### config.mk
export PLATFORM = sky130hd
export DESIGN_NAME = akp_scale
export DESIGN_NICKNAME = d
export VERILOG_FILES = /design/src/rtl/akp_pkg.sv /design/src/rtl/akp_scale.sv
export SDC_FILE = /design/constraint.sdc
export NUM_CORES = 2
export LEC_CHECK = 0
export CAP_MARGIN = 20
export CORE_MARGIN = 4
export CORE_UTILIZATION = 55
export CTS_CLUSTER_DIAMETER = 120
export DETAILED_ROUTE_END_ITERATION = 10
export DONT_BUFFER_PORTS = 1
export MAX_ROUTING_LAYER = met4
export PLACE_DENSITY_LB_ADDON = 0.25
export SYNTH_ARGS = -nofsm -noshare
export SYNTH_HDL_FRONTEND = slang
export SYNTH_SLANG_ARGS = --single-unit
### constraint.sdc
create_clock -name clk -period 6.8 [get_ports clk]
set_input_delay 1.36 -clock clk [delete_from_list [all_inputs] [get_ports clk]]
set_output_delay 1.36 -clock clk [all_outputs]
set_load 0.02 [all_outputs]
### src/rtl/akp_pkg.sv
// Shared types, constants and tables for the accelerometer tilt block.
package akp_pkg;

    localparam int RAW_BITS_DEF = 16;
    localparam int GAIN_W       = 25;
    localparam int ACC_W        = 32;
    localparam int TEMP_W       = 40;
    localparam int ANG_W        = 25;
    localparam int CFG_W        = 32;
    localparam int CFG_IDX_W    = 3;

    localparam int CORDIC_STEPS = 22;
    localparam int CW           = 36;
    localparam int ZW           = 26;
    localparam int SQRT_STAGES  = 32;

    localparam int SCALE_LAT    = 2;
    localparam int HYP_LAT      = 2 + SQRT_STAGES;
    localparam int CORDIC_LAT   = CORDIC_STEPS + 2;
    localparam int LATENCY      = SCALE_LAT + HYP_LAT + CORDIC_LAT;

    localparam logic signed [ZW-1:0] DEG180 = 26'sd11796480;
    localparam logic signed [ZW-1:0] DEG90  = 26'sd5898240;

    localparam logic signed [ZW-1:0] ATAN_TAB [CORDIC_STEPS] = '{
        26'sd2949120, 26'sd1740967, 26'sd919879, 26'sd466945, 26'sd234379,
        26'sd117304, 26'sd58666, 26'sd29335, 26'sd14668, 26'sd7334,
        26'sd3667, 26'sd1833, 26'sd917, 26'sd458, 26'sd229, 26'sd115,
        26'sd57, 26'sd29, 26'sd14, 26'sd7, 26'sd4, 26'sd2
    };

    typedef enum logic [CFG_IDX_W-1:0] {
        REG_GAIN_X       = 3'd0,
        REG_GAIN_Y       = 3'd1,
        REG_GAIN_Z       = 3'd2,
        REG_TEMP_GAIN    = 3'd3,
        REG_TEMP_OFFSET  = 3'd4,
        REG_TEMP_PRESENT = 3'd5
    } cfg_idx_t;

    typedef struct packed {
        logic        [GAIN_W-1:0] gain_x;
        logic        [GAIN_W-1:0] gain_y;
        logic        [GAIN_W-1:0] gain_z;
        logic signed [31:0]       temp_gain;
        logic signed [31:0]       temp_offset;
        logic                     temp_present;
    } cfg_t;

    typedef struct packed {
        logic signed [ACC_W-1:0]  ax;
        logic signed [ACC_W-1:0]  ay;
        logic signed [ACC_W-1:0]  az;
        logic signed [TEMP_W-1:0] temp;
    } axes_t;

    typedef struct packed {
        logic signed [CW-1:0] x;
        logic signed [CW-1:0] y;
        logic signed [ZW-1:0] z;
        logic                 fixed;
    } cordic_t;

    typedef struct packed {
        logic [32:0] rem;
        logic [31:0] q;
        logic [63:0] n;
    } sqrt_t;

endpackage

### src/rtl/akp_scale.sv
// Axis gain scaling and temperature conversion, two register stages.
module akp_scale #(
    parameter int RAW_BITS = akp_pkg::RAW_BITS_DEF
) (
    input  logic                       clk,
    input  logic                       rst_n,
    input  logic                       in_valid,
    input  logic signed [RAW_BITS-1:0] raw_x,
    input  logic signed [RAW_BITS-1:0] raw_y,
    input  logic signed [RAW_BITS-1:0] raw_z,
    input  logic signed [RAW_BITS-1:0] raw_t,
    input  akp_pkg::cfg_t              cfg,
    output logic                       out_valid,
    output akp_pkg::axes_t             out
);

    localparam int PA = RAW_BITS + akp_pkg::GAIN_W + 1;
    localparam int PT = RAW_BITS + 32;
    localparam int PD = PT + 1;

    logic signed [PA-1:0] px_reg, py_reg, pz_reg;
    logic signed [PT-1:0] pt_reg;
    logic                 v1_reg;
    logic                 v2_reg;
    akp_pkg::axes_t       out_reg;
    akp_pkg::axes_t       out_next;
    logic signed [PD-1:0] tdiff;
    logic signed [71:0]   twide;

    function automatic logic signed [akp_pkg::ACC_W-1:0] round_sat(
        input logic signed [PA-1:0] p
    );
        logic signed [PA-1:0] r;
        logic signed [63:0]   w;
        r = (p + PA'(128)) >>> 8;
        w = 64'(r);
        if (w > 64'sd2147483647)
            return 32'sh7FFF_FFFF;
        else if (w < -64'sd2147483648)
            return 32'sh8000_0000;
        else
            return w[31:0];
    endfunction

    always_ff @(posedge clk or negedge rst_n)
    begin
        if (!rst_n)
        begin
            v1_reg <= 1'b0;
            v2_reg <= 1'b0;
        end
        else
        begin
            v1_reg <= in_valid;
            v2_reg <= v1_reg;
        end
    end

    always_ff @(posedge clk)
    begin
        px_reg  <= PA'(raw_x) * PA'($signed({1'b0, cfg.gain_x}));
        py_reg  <= PA'(raw_y) * PA'($signed({1'b0, cfg.gain_y}));
        pz_reg  <= PA'(raw_z) * PA'($signed({1'b0, cfg.gain_z}));
        pt_reg  <= PT'(raw_t) * PT'(cfg.temp_gain);
        out_reg <= out_next;
    end

    always_comb
    begin
        tdiff       = PD'(pt_reg) - PD'(cfg.temp_offset);
        twide       = 72'(tdiff);
        out_next.ax = round_sat(px_reg);
        out_next.ay = round_sat(py_reg);
        out_next.az = round_sat(pz_reg);
        if (!cfg.temp_present)
            out_next.temp = '0;
        else if (twide > 72'sh00_7F_FFFF_FFFF)
            out_next.temp = 40'sh7F_FFFF_FFFF;
        else if (twide < -72'sh00_80_0000_0000)
            out_next.temp = 40'sh80_0000_0000;
        else
            out_next.temp = twide[akp_pkg::TEMP_W-1:0];
    end

    assign out_valid = v2_reg;
    assign out       = out_reg;

endmodule

# Word-level counts from Yosys, hierarchy flattened
# Cells that the tools add are included.
[totals]
register_bits = 312
in_bits = 207
[op_classes]
addsub = 4
mul = 4
order_cmp = 8
mux = 5
bitwise_logic = 1
n_reduce_logical = 1
[op_table]
columns = ["operator", "count"]
rows = [
  ["adder 42 x 9 -> 42 bit (second input constant)", 3],
  ["multiplier 16 x 26 -> 42 bit", 3],
  ["> comparator 34 x 32 -> 1 bit (second input constant)", 3],
  ["< comparator 34 x 32 -> 1 bit (second input constant)", 3],
  ["two-way mux 32 bit", 3],
  ["> comparator 49 x 40 -> 1 bit (second input constant)", 1],
  ["< comparator 49 x 40 -> 1 bit (second input constant)", 1],
  ["subtractor 48 x 32 -> 49 bit", 1],
  ["multiplier 16 x 32 -> 48 bit", 1],
  ["two-way mux 40 bit", 1],
  ["two-way mux 39 bit", 1],
  ["OR reduction 2 bit", 1],
  ["inverter 1 bit", 1],
]

# Logic depth before layout (Yosys ltp)
[depth]
ltp_word = 4
mapped_depth = 26

# Worst setup path after synthesis
# No wires, ideal clock.
[synth_path]
path_type = "input to register"
start = "input raw_x[7]"
end = "register px_reg[41]"
setup_time_ps = 121
t_arrival_ps = 7567
required_ps = 6679
path_slack_ps = -888
stages = 24
n_path_buf = 2
cell_sequence = "clkbuf_1 -> clkbuf_1 -> nand2_1 -> fa_1 -> inv_1 -> fa_1 -> fa_1 -> fa_1 -> fa_1 -> inv_1 -> fa_1 -> inv_1 -> ha_1 -> and3_1 -> and3_1 -> nand4_1 -> a2111oi_0 -> o21a_1 -> o21ai_1 -> o21ai_0 -> a211o_1 -> a31oi_1 -> o21a_1 -> xnor2_1"
[synth_between]
elab_chain_len = 1
[synth_rtl]
columns = ["item", "line", "rtl"]
rows = [
  ["start: declaration", "akp_scale.sv:8", "input logic signed [RAW_BITS-1:0] raw_x,"],
  ["multiplier 16 x 26 -> 42 bit", "akp_scale.sv:61", "px_reg <= PA'(raw_x) * PA'($signed({1'b0, cfg.gain_x}));"],
  ["end signal: assignment", "akp_scale.sv:61", ""],
  ["end: declaration", "akp_scale.sv:21", "logic signed [PA-1:0] px_reg, py_reg, pz_reg;"],
]
# Every way passes these cells.
# A chain may end at the register's enable or synchronous reset.

# Worst setup path after layout
[layout_path]
start = "input cfg[131] in the netlist's numbering"
end = "register px_reg[40]"
[layout_between]
elab_chain_len = 1
[layout_rtl]
columns = ["item", "line", "rtl"]
rows = [
  ["start: declaration", "akp_scale.sv:12", "input akp_pkg::cfg_t cfg,"],
  ["multiplier 16 x 26 -> 42 bit", "akp_scale.sv:61", ""],
]
# Every way passes these cells.

==> results.json <==
{
  "synth_fp_nets": 9920,
  "placement_rows": 128,
  "clk_pin_slew_ps": 60,
  "r2r_setup_slack_ps": 2320,
  "critical_path_arrival_ps": 7070,
  "area_growth_pct": 5.95,
  "clk_root_buffer_cell": "sky130_fd_sc_hd__clkbuf_16",
  "worstHoldPathCells": 0,
  "tritoncts.num_buffers": 38,
  "design.final.nets": 9843,
  "critPathLaunchType": "input pin",
  "r2r_end": "out[26]",
  "final.period_utilization_pct": 97.0,
  "overflow": 0,
  "number_of_synthesized_flops_with_an_enable_pin": 0,
  "pin_count": 344,
  "gpl.final_weighted_congestion": 0.931,
  "worstSetupEndpointType": "flop",
  "routed_wire_length_per_instance_microns": 18.8,
  "detail_route.vias_per_cell": 5.41,
  "layout_min_cycle_time_ps": 6600,
  "status": "completed",
  "largest_net_degree_at_the_start_of_global_routing": 77,
  "post_syn_area_sq_um": 67800,
  "grt_pass1_vias": 54800,
  "yosysSeqAreaShare_pct": 8.60,
  "stdcell_area_sq_um": 71900,
  "wire_length_of_the_first_global_routing_pass_microns": 288000,
  "via_count": 50200,
  "dp.final_hpwl_microns": 140000,
  "slew-limit-headroom_pct": 36.4,
  "synth-seq-cells": 291,
  "dieWidth_microns": 359,
  "min_from": "v1_reg",
  "final_setup_skew_ps": 24.8,
  "cp_max_fo": 16,
  "hold_end": "out_valid",
  "setup_viol_count_final": 0,
  "grt_setup_unrepaired": "false",
  "core_sq_um": 122000,
  "report.final.slew_viol_count": 0,
  "port_buffers": 0,
  "die_y_extent_microns": 359,
  "share_of_layout_cells_above_drive_strength_1_pct": 4.62,
  "max_clock_freq_ghz": 0.152,
  "cts.sinks": 291,
  "r2r_cells": 16,
  "dr.first_iter.drc_count": 3146,
  "postPlaceCellArea_sq_um": 70600,
  "antenna_found_initial": 8,
  "htree_num_levels": 2,
  "critical_path_class": "in2reg",
  "insertion_delay_ps": 590,
  "ys.warnings.count": 0,
  "synthesis.instances": 7693,
  "cts_tree": "built",
  "die-area_sq_um": 129000,
  "hold_buffers": 0,
  "largest_reg_flops": 136,
  "initial_utilization_pct": 55.5,
  "clk_path_buf_depth": 3,
  "cp.required_ps": 7280,
  "worstHoldPathType": "reg2reg",
  "track_usage_pct": 28.6,
  "route.antenna.remaining_nets": 0,
  "timing.rr.start": "pt_reg[0]",
  "hold_viol": 0,
  "worst_slew_pin_slew_ps": 954,
  "post_synth_num_cell_types": 78,
  "asyncSetResetFlopFracSynth_pct": 0.687,
  "timing.max_cap.violations": 0,
  "fill_cells": 10700,
  "finalWirelength_microns": 175000,
  "drcViolationCount": 0,
  "ys_dominant_reg_cell": "sky130_fd_sc_hd__dfxtp_1",
  "drtPass1Iterations": 5,
  "synth_area_per_cell_sq_um": 8.82
}
[timing repair]
item                                    in CTS  in global routing
gates resized for setup                      0                  2
setup buffers                                0                  0
endpoints found under the setup margin       0                  5
[stage by stage]
stage	setup WS, ps	TNS, ps	utilization (%)	hold slack, ps	cells
CTS	226	0	58.8	370	9267
finish	203	0	58.8	365	9275
global route	12.1	0	58.8	368	9275
global placement	-246	-5650	57.7	344	9199
floorplan	-165	-934	-	331	7693
detailed placement	-417	-9680	57.7	350	9199
[layer usage]
metal	wire [microns]	global-route usage, %
met2	84700	47.0
met5	0	-
met4	7660	10.8
met3	12800	5.14
met1	69300	35.4
[synth_stat cells, types with 4 or more instances]
cell	number	share of area [%]
sky130_fd_sc_hd__xor2_1	109	1.4
sky130_fd_sc_hd__inv_1	1824	10
sky130_fd_sc_hd__o21ai_0	160	1.2
sky130_fd_sc_hd__nor2b_1	20	0.18
sky130_fd_sc_hd__nand2_1	1054	5.8
sky130_fd_sc_hd__o21ai_1	12	0.089
sky130_fd_sc_hd__ha_1	576	11
sky130_fd_sc_hd__and3_1	41	0.38
sky130_fd_sc_hd__buf_2	9	0.066
sky130_fd_sc_hd__nor3b_1	5	0.055
sky130_fd_sc_hd__o31a_1	4	0.052
sky130_fd_sc_hd__buf_1	6	0.033
sky130_fd_sc_hd__or2_2	6	0.055
sky130_fd_sc_hd__fa_1	1444	43
sky130_fd_sc_hd__a31o_2	9	0.12
sky130_fd_sc_hd__mux2i_1	4	0.059
sky130_fd_sc_hd__xnor2_1	170	2.2
sky130_fd_sc_hd__and2_1	713	6.6
sky130_fd_sc_hd__and4_1	9	0.12
sky130_fd_sc_hd__a21oi_1	157	1.2
sky130_fd_sc_hd__or3_1	10	0.092
sky130_fd_sc_hd__a211oi_1	18	0.20
sky130_fd_sc_hd__o31ai_1	10	0.11
sky130_fd_sc_hd__o211ai_1	38	0.42
sky130_fd_sc_hd__nand2b_1	44	0.41
sky130_fd_sc_hd__clkbuf_1	295	1.6
sky130_fd_sc_hd__o21a_1	23	0.25
sky130_fd_sc_hd__o211ai_2	8	0.15
sky130_fd_sc_hd__nor2_1	213	1.2
sky130_fd_sc_hd__o21bai_1	25	0.28
sky130_fd_sc_hd__nor3_1	38	0.28
sky130_fd_sc_hd__nand4_1	78	0.72
sky130_fd_sc_hd__nor4_1	6	0.055
sky130_fd_sc_hd__dfxtp_1	289	8.5
sky130_fd_sc_hd__a21o_1	90	1.0
sky130_fd_sc_hd__a21boi_0	5	0.055
sky130_fd_sc_hd__nand3_1	82	0.60
sky130_fd_sc_hd__a211o_1	5	0.065
sky130_fd_sc_hd__a31oi_1	15	0.14
sky130_fd_sc_hd__a221oi_1	5	0.065
[layout by cell type, fill, tap and decap left out, types with 10 or more instances in the layout]
cell / n
sky130_fd_sc_hd__nand2b_1: 44
sky130_fd_sc_hd__o211ai_1: 38
sky130_fd_sc_hd__nand2_1: 1050
sky130_fd_sc_hd__o21ai_1: 13
sky130_fd_sc_hd__o21ai_0: 152
sky130_fd_sc_hd__nor3_1: 36
sky130_fd_sc_hd__nor2_1: 212
sky130_fd_sc_hd__o21a_1: 23
sky130_fd_sc_hd__or3_1: 10
sky130_fd_sc_hd__and3_1: 40
sky130_fd_sc_hd__xor2_1: 108
sky130_fd_sc_hd__nor2b_1: 20
sky130_fd_sc_hd__a211oi_1: 17
sky130_fd_sc_hd__o21bai_1: 25
sky130_fd_sc_hd__ha_1: 563
sky130_fd_sc_hd__a21o_1: 90
sky130_fd_sc_hd__dfxtp_1: 289
sky130_fd_sc_hd__nand4_1: 78
sky130_fd_sc_hd__nand3_1: 82
sky130_fd_sc_hd__a21oi_1: 151
sky130_fd_sc_hd__clkbuf_16: 38
sky130_fd_sc_hd__a31oi_1: 13
sky130_fd_sc_hd__and2_1: 706
sky130_fd_sc_hd__inv_1: 1821
sky130_fd_sc_hd__fa_1: 1441
sky130_fd_sc_hd__ha_4: 13
sky130_fd_sc_hd__xnor2_1: 170
sky130_fd_sc_hd__buf_4: 192
[cells by family after synthesis]
group | after synthesis | share of synthesized area (%)
compound gates | 623 | 5.88
xor+xnor | 279 | 3.60
fa+ha+maj | 2020 | 53.2
buf+inv | 2142 | 11.9
flops | 291 | 8.60
mux | 5 | 0.0756
simple gates | 2333 | 16.7
[how the worst max path moves through the flow]
stage / start / end / slack, ps / cells past startpoint
after global routing: cfg[131] / px_reg[40] / 10 / 24
after floorplan: raw_t[4] / pt_reg[44] / -160 / 24
after CTS: cfg[131] / px_reg[40] / 230 / 24
after global placement: cfg[43] / pt_reg[44] / -250 / 23
after detailed placement: cfg[131] / px_reg[40] / -420 / 24
final: cfg[131] / px_reg[40] / 200 / 24
[area by class of cell]
cell class / instances / area, sq um / area share, %
flip-flops and latches: 291 / 5840 / 8.12
clock inverters: 19 / 220 / 0.306
multi-input cells: 5260 / 54300 / 75.6
well taps: 1625 / 2030 / 2.83
repair buffers: 197 / 1530 / 2.13
clock buffers: 49 / 1040 / 1.45
inverters: 1828 / 6860 / 9.55
diodes: 6 / 15.0 / 0.0209
[critical path, cell delays in order]
cell                        delay [ps]
sky130_fd_sc_hd__and2_1            160
sky130_fd_sc_hd__fa_1              530
sky130_fd_sc_hd__inv_1              50
sky130_fd_sc_hd__fa_1              530
sky130_fd_sc_hd__inv_1              50
sky130_fd_sc_hd__fa_1              510
sky130_fd_sc_hd__inv_1              60
sky130_fd_sc_hd__fa_1              550
sky130_fd_sc_hd__fa_1              430
sky130_fd_sc_hd__fa_1              490
sky130_fd_sc_hd__inv_1              60
sky130_fd_sc_hd__ha_4              260
sky130_fd_sc_hd__and3_1            160
sky130_fd_sc_hd__and3_4            210
sky130_fd_sc_hd__nand4_1           180
sky130_fd_sc_hd__a2111oi_4         290
sky130_fd_sc_hd__o21a_1            280
sky130_fd_sc_hd__o21ai_2           100
sky130_fd_sc_hd__o21ai_2           170
sky130_fd_sc_hd__buf_4             140
sky130_fd_sc_hd__a21oi_2            60
sky130_fd_sc_hd__o21bai_1          190
sky130_fd_sc_hd__a21oi_1           110
sky130_fd_sc_hd__xnor2_1           140
Power is left out: the tool's default activity adds up to more than one toggle a clock period on the data nets, which glitch-free logic cannot reach.
